<file path="src/hw/rtl/swc_pkg.sv">
// Shared types, constants and lookup functions of the square-wave channel.
// No dependencies; included first by every other file of the block.
package swc_pkg;

  localparam int ACTION_W = 3;
  localparam int DATA_W   = 8;
  localparam int VOL_W    = 4;
  localparam int PERIOD_W = 16;
  localparam int LEN_W    = 8;

  localparam logic [PERIOD_W-1:0] PERIOD_MAX = 16'h07FF;
  localparam logic [PERIOD_W-1:0] PERIOD_MIN = 16'd8;
  localparam logic [PERIOD_W-1:0] HIGH_BYTE  = 16'hFF00;
  localparam logic [PERIOD_W-1:0] LOW_BYTE   = 16'h00FF;
  localparam logic [VOL_W-1:0]    LEVEL_FULL = 4'd15;

  typedef enum logic [ACTION_W-1:0] {
    ACT_CTRL    = 3'd0,
    ACT_SWEEP   = 3'd1,
    ACT_TIMER_LO = 3'd2,
    ACT_TIMER_HI = 3'd3,
    ACT_ENABLE  = 3'd4,
    ACT_TICK    = 3'd5,
    ACT_QUARTER = 3'd6,
    ACT_HALF    = 3'd7
  } action_t;

  // Input register contents handed to the core.
  typedef struct packed {
    logic                valid;
    logic [ACTION_W-1:0] action;
    logic [DATA_W-1:0]   data;
  } swc_stage_t;

  typedef struct packed {
    logic [PERIOD_W-1:0] period;
    logic [PERIOD_W-1:0] period_count;
    logic [2:0]          duty_step;
    logic [1:0]          duty_mode;
    logic [LEN_W-1:0]    length_count;
    logic                length_enable;
    logic                chan_enabled;
    logic                env_loop;
    logic                env_use;
    logic [3:0]          env_param;
    logic                env_start;
    logic [3:0]          env_level;
    logic [3:0]          env_divider;
    logic                sweep_on;
    logic [3:0]          sweep_reload_period;
    logic                sweep_down;
    logic [2:0]          sweep_shift_amount;
    logic                sweep_restart;
    logic [3:0]          sweep_divider;
  } swc_state_t;

  // Duty patterns, bit n is sequencer step n.
  localparam logic [7:0] DUTY_SEQ [4] = '{
    8'b0000_0010,
    8'b0000_0110,
    8'b0001_1110,
    8'b1111_1001
  };

  function automatic logic duty_bit(logic [1:0] mode, logic [2:0] step);
    return DUTY_SEQ[mode][step];
  endfunction

  function automatic logic [LEN_W-1:0] length_lookup(logic [4:0] idx);
    logic [LEN_W-1:0] v;
    case (idx)
      5'd0:  v = 8'd10;
      5'd1:  v = 8'd254;
      5'd2:  v = 8'd20;
      5'd3:  v = 8'd2;
      5'd4:  v = 8'd40;
      5'd5:  v = 8'd4;
      5'd6:  v = 8'd80;
      5'd7:  v = 8'd6;
      5'd8:  v = 8'd160;
      5'd9:  v = 8'd8;
      5'd10: v = 8'd60;
      5'd11: v = 8'd10;
      5'd12: v = 8'd14;
      5'd13: v = 8'd12;
      5'd14: v = 8'd26;
      5'd15: v = 8'd14;
      5'd16: v = 8'd12;
      5'd17: v = 8'd16;
      5'd18: v = 8'd24;
      5'd19: v = 8'd18;
      5'd20: v = 8'd48;
      5'd21: v = 8'd20;
      5'd22: v = 8'd96;
      5'd23: v = 8'd22;
      5'd24: v = 8'd192;
      5'd25: v = 8'd24;
      5'd26: v = 8'd72;
      5'd27: v = 8'd26;
      5'd28: v = 8'd16;
      5'd29: v = 8'd28;
      5'd30: v = 8'd32;
      5'd31: v = 8'd30;
      default: v = 8'd0;
    endcase
    return v;
  endfunction

endpackage

</file>
<file path="src/hw/rtl/swc_ifs.sv">
// Valid/ready channel interfaces of the square-wave channel: items, results, config.
// Depends on swc_pkg.
interface swc_in_if import swc_pkg::*; ();
  logic                valid;
  logic                ready;
  logic [ACTION_W-1:0] action;
  logic [DATA_W-1:0]   data;
  modport source (output valid, action, data, input ready);
  modport sink   (input valid, action, data, output ready);
endinterface

interface swc_out_if import swc_pkg::*; ();
  logic             valid;
  logic             ready;
  logic [VOL_W-1:0] volume;
  logic             length_active;
  modport source (output valid, volume, length_active, input ready);
  modport sink   (input valid, volume, length_active, output ready);
endinterface

interface swc_cfg_if;
  logic valid;
  logic ready;
  logic data;
  modport source (output valid, data, input ready);
  modport sink   (input valid, data, output ready);
endinterface

</file>
<file path="src/hw/rtl/square_wave_channel_top.sv">
// Top level of the square-wave sound channel: input register, core, result register.
// Depends on swc_pkg, swc_ifs, swc_in_stage and swc_core.

// One pulse channel of a console audio unit. Every transaction on "item" is
// either a register write (control, sweep, timer low, timer high, enable; the
// byte rides in data, bit 0 of data is the enable) or a clock event (timer
// tick, quarter-frame tick, half-frame tick; data ignored). Each item gives
// exactly one result transaction on "result": the 4-bit volume after the item
// has acted (zero when disabled, length expired, duty step low or the period
// outside 8..0x7FF) and the length-active status bit. The block takes one item
// per clock cycle for as long as results are taken; an item passes through the
// input register, then the state update goes straight into the result register,
// and the single result register paired with the input register lets a new item
// in while a result waits. The "cfg" channel writes first_channel (data bit),
// which makes a sweep decrease subtract one extra; it is always ready and is
// to be written only while no item is in flight.
module square_wave_channel_top import swc_pkg::*; (
  input logic     clk,
  input logic     rst,
  swc_in_if.sink  item,
  swc_out_if.source result,
  swc_cfg_if.sink cfg
);

  swc_stage_t       stage;
  logic             drain_ok;   // result register can take a new value
  logic             fire;       // core consumes the staged item this cycle
  logic             first_channel;
  logic             res_valid;
  logic [VOL_W-1:0] res_volume;
  logic             res_length_active;
  logic [VOL_W-1:0] core_volume;
  logic             core_length_active;

  assign drain_ok = !res_valid || result.ready;
  assign fire     = stage.valid && drain_ok;

  // config register
  assign cfg.ready = 1'b1;

  always_ff @(posedge clk) begin
    if (rst) begin
      first_channel <= 1'b0;
    end else if (cfg.valid) begin
      first_channel <= cfg.data;
    end
  end

  swc_in_stage u_in_stage (
    .clk      (clk),
    .rst      (rst),
    .item     (item),
    .drain_ok (drain_ok),
    .stage    (stage)
  );

  swc_core u_core (
    .clk           (clk),
    .rst           (rst),
    .fire          (fire),
    .action        (stage.action),
    .data          (stage.data),
    .first_channel (first_channel),
    .volume        (core_volume),
    .length_active (core_length_active)
  );

  // result register
  always_ff @(posedge clk) begin
    if (rst) begin
      res_valid <= 1'b0;
    end else if (drain_ok) begin
      res_valid <= stage.valid;
    end
  end

  always_ff @(posedge clk) begin
    if (fire) begin
      res_volume        <= core_volume;
      res_length_active <= core_length_active;
    end
  end

  assign result.valid         = res_valid;
  assign result.volume        = res_volume;
  assign result.length_active = res_length_active;

  // A stalled result with an item staged must hold off new items.
  a_stall_blocks_input: assert property (@(posedge clk) disable iff (rst)
    (stage.valid && res_valid && !result.ready) |-> !item.ready)
    else $error("item accepted while pipeline is full");

  // Sound only comes out while the length counter runs.
  a_volume_needs_length: assert property (@(posedge clk) disable iff (rst)
    (res_valid && res_volume != '0) |-> res_length_active)
    else $error("nonzero volume with length counter at zero");

  // Reset empties both registers.
  a_reset_empties: assert property (@(posedge clk)
    rst |=> (!res_valid && !stage.valid))
    else $error("pipeline not empty after reset");

  // A staged item moves on whenever the result side frees up.
  a_stage_moves: assert property (@(posedge clk) disable iff (rst)
    (stage.valid && drain_ok) |=> res_valid)
    else $error("staged item lost");

endmodule

</file>
<file path="src/hw/rtl/swc_in_stage.sv">
// Input register of the square-wave channel; holds one item for the core.
// Depends on swc_pkg and swc_ifs.
module swc_in_stage import swc_pkg::*; (
  input  logic       clk,
  input  logic       rst,
  swc_in_if.sink     item,
  input  logic       drain_ok,
  output swc_stage_t stage
);

  logic                valid;
  logic [ACTION_W-1:0] action;
  logic [DATA_W-1:0]   data;

  assign item.ready = !valid || drain_ok;

  always_ff @(posedge clk) begin
    if (rst) begin
      valid <= 1'b0;
    end else if (item.ready) begin
      valid <= item.valid;
    end
  end

  always_ff @(posedge clk) begin
    if (item.ready && item.valid) begin
      action <= item.action;
      data   <= item.data;
    end
  end

  assign stage = '{valid: valid, action: action, data: data};

endmodule

</file>
<file path="src/hw/rtl/swc_core.sv">
// Channel state and its single-pass update: timer, duty, envelope, sweep, length.
// Depends on swc_pkg.
module swc_core import swc_pkg::*; (
  input  logic             clk,
  input  logic             rst,
  input  logic             fire,
  input  logic [ACTION_W-1:0] action,
  input  logic [DATA_W-1:0]   data,
  input  logic             first_channel,
  output logic [VOL_W-1:0] volume,
  output logic             length_active
);

  swc_state_t st, st_next;

  // clock-event pieces, all from current state
  logic [3:0]          env_level_clk, env_div_clk;
  logic                env_start_clk;
  logic [PERIOD_W-1:0] sweep_delta, sweep_result, period_clk;
  logic                sweep_apply;
  logic [3:0]          sweep_div_clk;
  logic [LEN_W-1:0]    length_clk;

  always_comb begin
    env_level_clk = st.env_level;
    env_div_clk   = st.env_divider;
    env_start_clk = 1'b0;
    if (st.env_start) begin
      env_level_clk = LEVEL_FULL;
      env_div_clk   = st.env_param;
    end else if (st.env_divider != 4'd0) begin
      env_div_clk = st.env_divider - 4'd1;
    end else begin
      if (st.env_level != 4'd0) begin
        env_level_clk = st.env_level - 4'd1;
      end else if (st.env_loop) begin
        env_level_clk = LEVEL_FULL;
      end
      env_div_clk = st.env_param;
    end
  end

  always_comb begin
    sweep_delta = st.period >> st.sweep_shift_amount;
    if (st.sweep_down) begin
      sweep_result = st.period - sweep_delta - {15'd0, first_channel};
    end else begin
      sweep_result = st.period + sweep_delta;
    end
    sweep_apply = st.sweep_on && (st.sweep_divider == 4'd0) &&
                  (st.sweep_shift_amount != 3'd0);
    period_clk  = sweep_apply ? sweep_result : st.period;
    if (st.sweep_restart || st.sweep_divider == 4'd0) begin
      sweep_div_clk = st.sweep_reload_period;
    end else begin
      sweep_div_clk = st.sweep_divider - 4'd1;
    end
    if (st.length_enable && st.length_count != '0) begin
      length_clk = st.length_count - 8'd1;
    end else begin
      length_clk = st.length_count;
    end
  end

  always_comb begin
    st_next = st;
    case (action_t'(action))
      ACT_CTRL: begin
        st_next.duty_mode     = data[7:6];
        st_next.length_enable = ~data[5];
        st_next.env_loop      = data[5];
        st_next.env_use       = ~data[4];
        st_next.env_param     = data[3:0];
        st_next.env_start     = 1'b1;
      end
      ACT_SWEEP: begin
        st_next.sweep_on            = data[7];
        st_next.sweep_reload_period = {1'b0, data[6:4]} + 4'd1;
        st_next.sweep_down          = data[3];
        st_next.sweep_shift_amount  = data[2:0];
        st_next.sweep_restart       = 1'b1;
      end
      ACT_TIMER_LO: begin
        st_next.period = (st.period & HIGH_BYTE) | {8'h00, data};
      end
      ACT_TIMER_HI: begin
        if (st.chan_enabled) begin
          st_next.length_count = length_lookup(data[7:3]);
        end
        st_next.period    = (st.period & LOW_BYTE) | {5'd0, data[2:0], 8'h00};
        st_next.env_start = 1'b1;
        st_next.duty_step = 3'd0;
      end
      ACT_ENABLE: begin
        st_next.chan_enabled = data[0];
        if (!data[0]) begin
          st_next.length_count = '0;
        end
      end
      ACT_TICK: begin
        if (st.period_count == '0) begin
          st_next.period_count = st.period;
          st_next.duty_step    = st.duty_step + 3'd1;
        end else begin
          st_next.period_count = st.period_count - 16'd1;
        end
      end
      ACT_QUARTER: begin
        st_next.env_level   = env_level_clk;
        st_next.env_divider = env_div_clk;
        st_next.env_start   = env_start_clk;
      end
      ACT_HALF: begin
        st_next.env_level     = env_level_clk;
        st_next.env_divider   = env_div_clk;
        st_next.env_start     = env_start_clk;
        st_next.period        = period_clk;
        st_next.sweep_divider = sweep_div_clk;
        st_next.sweep_restart = 1'b0;
        st_next.length_count  = length_clk;
      end
      default: st_next = st;
    endcase
  end

  always_ff @(posedge clk) begin
    if (rst) begin
      st <= '0;
    end else if (fire) begin
      st <= st_next;
    end
  end

  // Result reflects the state after the item acts.
  always_comb begin
    length_active = (st_next.length_count != '0);
    if (!st_next.chan_enabled || !length_active ||
        !duty_bit(st_next.duty_mode, st_next.duty_step) ||
        st_next.period < PERIOD_MIN || st_next.period > PERIOD_MAX) begin
      volume = '0;
    end else begin
      volume = st_next.env_use ? st_next.env_level : st_next.env_param;
    end
  end

endmodule

</file>
<file path="src/flat_wrapper.sv">
// flat-port wrapper written by rule: the top's interface ports become plain ports
module square_wave_channel_top_flat import swc_pkg::*;
  (clk, rst, item_valid, item_action, item_data, item_ready, result_valid, result_volume, result_length_active, result_ready, cfg_valid, cfg_data, cfg_ready);
  swc_in_if item_i ();
  swc_out_if result_i ();
  swc_cfg_if cfg_i ();
  input logic clk;
  input logic rst;
  input wire logic [$bits(item_i.valid)-1:0] item_valid;
  input wire logic [$bits(item_i.action)-1:0] item_action;
  input wire logic [$bits(item_i.data)-1:0] item_data;
  output wire logic [$bits(item_i.ready)-1:0] item_ready;
  output wire logic [$bits(result_i.valid)-1:0] result_valid;
  output wire logic [$bits(result_i.volume)-1:0] result_volume;
  output wire logic [$bits(result_i.length_active)-1:0] result_length_active;
  input wire logic [$bits(result_i.ready)-1:0] result_ready;
  input wire logic [$bits(cfg_i.valid)-1:0] cfg_valid;
  input wire logic [$bits(cfg_i.data)-1:0] cfg_data;
  output wire logic [$bits(cfg_i.ready)-1:0] cfg_ready;
  assign item_i.valid = item_valid;
  assign item_i.action = item_action;
  assign item_i.data = item_data;
  assign item_ready = item_i.ready;
  assign result_valid = result_i.valid;
  assign result_volume = result_i.volume;
  assign result_length_active = result_i.length_active;
  assign result_i.ready = result_ready;
  assign cfg_i.valid = cfg_valid;
  assign cfg_i.data = cfg_data;
  assign cfg_ready = cfg_i.ready;
  square_wave_channel_top u_core (.clk(clk), .rst(rst), .item(item_i), .result(result_i), .cfg(cfg_i));
endmodule
</file>
<file path="config.mk">
export PLATFORM = sky130hd
export DESIGN_NAME = square_wave_channel_top_flat
export DESIGN_NICKNAME = d
export VERILOG_FILES = /design/src/hw/rtl/swc_pkg.sv /design/src/hw/rtl/swc_ifs.sv /design/src/hw/rtl/square_wave_channel_top.sv /design/src/hw/rtl/swc_in_stage.sv /design/src/hw/rtl/swc_core.sv /design/src/flat_wrapper.sv
export SDC_FILE = /design/constraint.sdc
export NUM_CORES = 1
export LEC_CHECK = 0
export BUFFER_PORTS_ARGS = -buffer_cell sky130_fd_sc_hd__buf_2
export CAP_MARGIN = 10
export CELL_PAD_IN_SITES_DETAIL_PLACEMENT = 2
export CELL_PAD_IN_SITES_GLOBAL_PLACEMENT = 2
export CORE_MARGIN = 5
export CORE_UTILIZATION = 34
export DETAILED_ROUTE_END_ITERATION = 8
export PLACE_DENSITY_LB_ADDON = 0.3
export SYNTH_ARGS = -nofsm -noshare
export SYNTH_HDL_FRONTEND = slang
export SYNTH_SLANG_ARGS = --single-unit
</file>
<file path="constraint.sdc">
create_clock -name clk -period 4.2 [get_ports clk]
set_input_delay 0.42 -clock clk [delete_from_list [all_inputs] [get_ports clk]]
set_output_delay 0.42 -clock clk [all_outputs]
set_load 0.01 [all_outputs]
</file>
Word level (Yosys, flattened, before mapping)
Memories as Yosys holds them, arrays and structs flattened. A register that Yosys moved wholly into a read port is not among the register bits.
Cells that the tools add are included.
- equality and inequality tests: 7
- shifts and indexed selects: 1
- reductions and logical operators: 36
- bitwise gates (word level): 5
- $add $sub $neg: 10
- mux-type cells: 30
- $lt $le $gt $ge: 4
- operator list (cell ; count):
    two-way mux 16 bit ; 3
    two-way mux 8 bit ; 6
    one-hot mux 16 bit (3 select lines) ; 1
    two-way mux 4 bit ; 8
    one-hot mux 8 bit (3 select lines) ; 1
    adder 16 bit ; 1
    binary-select mux 8 bit (select 2 bit) ; 1
    > comparator 16 x 11 -> 1 bit, second input constant ; 1
    logical NOT 16 bit ; 1
    less-than comparator 16 x 4 -> 1 bit, second input constant ; 1
    bitwise OR 16 x 8 -> 16 bit ; 1
    nonzero test 8 bit ; 2
    right shift 16 x 3 -> 16 bit ; 1
    subtractor 16 x 1 -> 16 bit ; 1
    subtractor 16 x 1 -> 16 bit, second input constant ; 1
    subtractor 16 bit ; 1
    AND reduction 2 bit ; 7
    == test 3 bit, second input constant ; 4
    subtractor 4 x 1 -> 4 bit, second input constant ; 3
    bitwise OR 8 x 11 -> 11 bit ; 1
    two-way mux 5 bit ; 2
    nonzero test 4 bit ; 2
    subtractor 8 x 1 -> 8 bit, second input constant ; 1
    logical OR 1 bit ; 7
    21 further kinds ; 35
- bits in read-only memories: 224
- flip-flop bits (word level): 95
- output and inout port bits: 8
- logic and storage cells: 120
- input bits: 17
- memories kept: 1
- memories (name ; depth ; bits a word ; read ports ; clocked after Yosys merged registers in ; wr ports ; line ; source):
    (no name shown) ; 32 ; 7 ; 1 ; 1 ; 0 ; swc_pkg.sv:71 ; case (idx)

Logic depth before layout (Yosys ltp)
- depth after elaboration: 12
- gate-level depth with buffers: 19
- gate-level depth less buffers: 19

Hierarchy
A second synthesis with hierarchy kept.
- cell total of the unflattened synthesis: 1049
- area total of the unflattened synthesis: 8045.2 um2
- modules (own cells, without submodules) (module ; cells an instance ; sequential area each (um2) ; area an instance (um2) ; times used):
    swc_core ; 1017 ; 1521.5 ; 7402.1 ; 1
    swc_in_stage ; 17 ; 350.3 ; 392.9 ; 1
    square_wave_channel_top ; 15 ; 190.2 ; 250.2 ; 1

Worst setup path after synthesis
Ideal clock, no wire load.
- path type: reg2reg
- start: register u_core.u_core.st[6] (netlist name)
- end: register u_core.res_volume[0], in the netlist u_core.result.volume[0] (data pin)
- period minus slack after synthesis: 4.223 ns
- stages on the path, launching flop included: 19
- library setup time: 0.272 ns
- buffers on the path: 2
- required time: 3.928 ns
- setup slack: -0.023 ns
- data arrival time: 3.951 ns
- cell sequence: dfxtp_1 clkbuf_1 clkbuf_1 nand2_1 nand3_1 o21ai_0 o21ai_0 ha_1 inv_1 ha_1 a2111oi_0 o21ai_0 and2_1 xor2_1 a221oi_1 o2111ai_1 a21o_1 nor3_1 nor3_1
- longest elaborated chain between the ends: 9
- elaborated cells on any way between the ends: 13
- those cells by class: add/sub: 3; order compare: 2; shift: 1; mux: 3; reduce/logical: 4
- RTL lines (what ; line ; source):
    from (decl) ; swc_core.sv:14 ; swc_state_t st, st_next;
    from (signal assigned) ; swc_core.sv:130 ; st <= st_next;
    right shift 16 x 3 -> 16 bit ; swc_core.sv:44 ; sweep_delta = st.period >> st.sweep_shift_amount;
    subtractor 16 bit ; swc_core.sv:46 ; sweep_result = st.period - sweep_delta - {15'd0, first_channel};
    subtractor 16 x 1 -> 16 bit ; swc_core.sv:46 ;
    two-way mux 16 bit ; swc_core.sv:45 ; if (st.sweep_down) begin
    two-way mux 16 bit * ; swc_core.sv:52 ; period_clk = sweep_apply ? sweep_result : st.period;
    one-hot mux 16 bit (3 select lines) * ; swc_core.sv:67 ; case (action_t'(action))
    less-than comparator 16 x 4 -> 1 bit ; swc_core.sv:139 ; st_next.period < PERIOD_MIN || st_next.period > PERIOD_MAX) begin
    logical OR 1 bit ; swc_core.sv:138 ; !duty_bit(st_next.duty_mode, st_next.duty_step) ||
    logical OR 1 bit * ; swc_core.sv:139 ;
    to (signal assigned) ; square_wave_channel_top.sv:79 ; res_volume <= core_volume;
    to (decl) ; square_wave_channel_top.sv:30 ; logic [VOL_W-1:0] res_volume;
Mark *: on every way between the ends. The rest lies on a longest branch, timed or not.
A chain may end at the register's enable or synchronous reset.

Worst setup path in the final report
- start: register u_core.u_core.st[6] (netlist name)
- end: register u_core.res_volume[2], in the netlist u_core.result.volume[2] (data pin)
Same word-level chain as after synthesis.

==> results by group <==
Pwr
  – Leakage: 4.078 nW
  – Pwr per Cell Area: a little under 300 nW/µm²
  – VDD IR max: about 0.17 mV
  – P_int: between 1.5 and 2 mW
  – Clock share of power: between 20% and 30%
  – Sw Share: 36.75%
  – Seq pwr share: a little over a third
  – Combinational Power Share: 34.3%
  – Switching power total: 1.106 mW

Detailed routing
  – Final Routed Wirelength: between 40000 and 50000 µm
  – Iteration count of the initial detailed-routing pass: 5
  – Vias per cell: ~6.3
  – Via count: ~9400
  – DR DRC count: 0
  – ANT nets after route: 0
  – Initial DRC Count: 645
  – Drt wl/cell: 27.98 µm

Floorplan
  – Die Span X: roughly 170 µm
  – CORE AREA: 23610 µm²
  – FP Rows: 56
  – Die area: approximately 27000 µm²
  – Initial core utilization: about a third
  – I/O Pins: 25
  – Die height: around 170 µm

Status
  – Violated checks: negative setup slack
  – Outcome: complete, but fails checks

Timing
  – Slew margin rel.: a little under a fifth
  – Setup-failing EPs final: 7
  – Final setup margin: -0.3476 ns
  – Worst Max-Slew Pin Slew: roughly 1.2 ns
  – Fin. max-slew vios: 0
  – Setup total negative slack: -1.855 ns
  – Final hold vios: 0
  – Minimum clock period after layout: 4.548 ns
  – Part of the cycle the worst path needs: 108.3%
  – Highest Clock Rate: approximately 220 MHz
  – Final Skew: approximately 0.014 ns
  – RSZ-0062 raised after global routing: yes

Worst setup path
  – Family with the most delay on the worst path: compound AO/OA/AOI/OAI gates
  – Worst reg-to-reg path cell count: 19
  – WP buf/inv: 4
  – CP max stage cell: o211ai_1
  – Worst-path cell chain: buf_12, buf_12, mux2i_4, a21oi_2, nand2_1, o21ai_2, ha_1, inv_2, ha_4, nand2_1, o211ai_1, a41oi_4, o41ai_2, o41ai_2, buf_4, o211ai_1, a21o_1, nand4_4, nor3_2
  – Worst r2r src: u_core.u_core.st[6]
  – Critical path's largest stage delay: around 0.46 ns
  – Setup crit start kind: flip-flop
  – Register-to-Register Setup Slack: -0.35 ns
  – FF-to-FF End: u_core.result.volume[2]
  – CP arrival: ~4.8 ns
  – Crit path capture type: flip-flop
  – Critical path class: reg -> reg
  – CP required: 4.40 ns
  – CP max FO: 10

Global route
  – Initial antenna violation count: 1
  – Grt total ovfl: 0
  – Vias in the first global route: 10035
  – Pin count of the biggest net entering global routing: 52
  – Total global-route track usage: about 28%
  – First-pass GRT wire length: a little under 60000 µm

Clock tree
  – CTS sink cnt: just over 100
  – CTS tree: done
  – CTS Buf Count: 9
  – Max Root-Sink Buffers: 2
  – Clock root buffer: clkbuf_16
  – # H-tree levels: 3
  – Clk_lat worst skew: 0.37 ns
  – Hold_buf cts: 0
  – Clock-pin slew on the worst setup and hold paths: about 0.080 ns

Logic synthesis
  – Mapped Cells: 1080
  – Dominant cell by count in the synthesized netlist: nand2_1
  – Netlist cell types: 88
  – Commonest cells in the netlist: 129 x nand2_1, 116 x nor2_1, 86 x dfxtp_1
  – Number of synthesized register bits: about 100
  – Synthesized area per cell: approximately 7.6 µm²
  – Yosys warns: 0
  – Post-synth top area cell: dfxtp_1
  – Synth area leaders: dfxtp_1 21%, ha_1 9.2%, nand2_1 5.9%
  – Asr flop ratio synth: 0%
  – Seq/Total Area, Yosys: approximately 27%
  – Post-synth EDFFs: 16
  – Syn_nets: about 1200
  – Dominant synthesized flop cell: dfxtp_1
  – Yosys top cell area share: a little over a fifth
  – Post-Syn Area: between 8000 and 9000 µm²

Placed design
  – Final HPWL DP: 25570 µm
  – Number of cells after detailed placement: around 1500
  – Area post-placement: a little over 9000 µm²
  – RD Place Congestion: slightly below 0.9
  – Place WS: -0.4283 ns
  – Input/output buffers: 23

Final layout
  – Design Area, Final: between 10000 and 15000 µm²
  – Nets: ~1300
  – Layout cells sized above 1: around a quarter
  – Final antenna diode count: 0
  – Final Non-Filler Cells: between 1500 and 2000
  – Layout area overhead: 26.87%

Worst hold path
  – HP Start: item_data[0]
  – Hold Path Cell Cnt: 1
  – Hold path endpoint: u_core.u_in_stage.data[0]
  – HP Class: in -> reg

Job
  – Number of max-cap violations: 0
==> cell type report <==
type,instances,area (µm²)
multi-input combinational,843,6072
inverter,84,317.8
fill,2642,13200
clock inverter,6,70.07
tap,319,399.1
sequential,102,2211
timing repair buffer,143,1110
clock buffer,10,229.0
==> power by group through the flow <==
stage | clock network, mW | registers, mW | logic, mW
floorplan | 0 | 1.08 | 0.482
global placement | 0 | 1.09 | 0.740
detailed placement | 0 | 1.09 | 0.768
CTS | 0.898 | 1.07 | 0.853
global route | 0.957 | 1.08 | 1.08
finish | 0.900 | 1.08 | 1.03
==> logic make-up (layout without fill, tap and decap cells) <==
family | Yosys count | after routing | synth area share, %
simple gates | 397 | 397 | 23.07
compound gates | 319 | 319 | 26.11
xor+xnor | 22 | 22 | 2.349
mux | 41 | 41 | 5.414
fa+ha+maj | 63 | 63 | 9.883
buf+inv | 135 | 243 | 6.283
other cells | 1 | 1 | 0.04571
flops | 102 | 102 | 26.84
==> how the worst max path moves through the flow <==
stage                         from  depth (start not counted)                       to
2_1_floorplan  u_core.u_core.st[6]                         18  u_core.result.volume[0]
3_3_place_gp   u_core.u_core.st[6]                         18  u_core.result.volume[3]
3_5_place_dp   u_core.u_core.st[6]                         19  u_core.result.volume[2]
4_1_cts        u_core.u_core.st[6]                         20  u_core.result.volume[3]
5_1_grt        u_core.u_core.st[6]                         19  u_core.result.volume[2]
6_report       u_core.u_core.st[6]                         19  u_core.result.volume[2]
==> sequential cells by signal, indices dropped and copies added (netlist names), named ones only <==
| register | cells |
|---|---|
| u_core.u_in_stage.action | 3 |
| u_core.u_in_stage.data | 8 |
| u_core.result.volume | 4 |
| u_core.u_in_stage.valid | 1 |
| u_core.result.length_active | 1 |
| u_core.result.valid | 1 |
| u_core.u_core.st | 76 |
| u_core.first_channel | 1 |
==> placed cells by master, fill, tap and decap left out, types with 25 or more instances in the layout <==
| cell type | n |
|---|---|
| dfxtp_1 | 81 |
| nor3_1 | 27 |
| o21ai_0 | 55 |
| buf_4 | 110 |
| nor2_1 | 112 |
| a211oi_1 | 25 |
| ha_1 | 48 |
| inv_1 | 71 |
| a21oi_1 | 72 |
| nand2_1 | 127 |
==> routing by layer <==
metal	GRT usage [%]	share of wire, %	vias up
met2	47.66	48	406
li1	-	-	4092
met3	4.517	5.1	153
met5	0	0.031	-
met1	34.94	41	4776
met4	12.11	5.4	2
==> stage by stage <==
stage	power (mW)	utilization (%)	hold slack [ns]
finish	3.008	44.08	0.2267
global route	3.114	44.08	0.2218
CTS	2.823	42.46	0.2238
detailed placement	1.861	39.46	0.4567
global placement	1.831	39.46	0.4411
floorplan	1.557	-	0.4322
==> repair_timing <==
item / CTS / global route
gates resized for setup: 85 / 63
setup endpoints to repair: 7 / 8
cloned: 1 / 1
buffers inserted: 5 / 9
pin swaps: 23 / 42
endpoints found under the hold margin: 0 / 0
No activity file was read; power rests on OpenSTA's default activity.
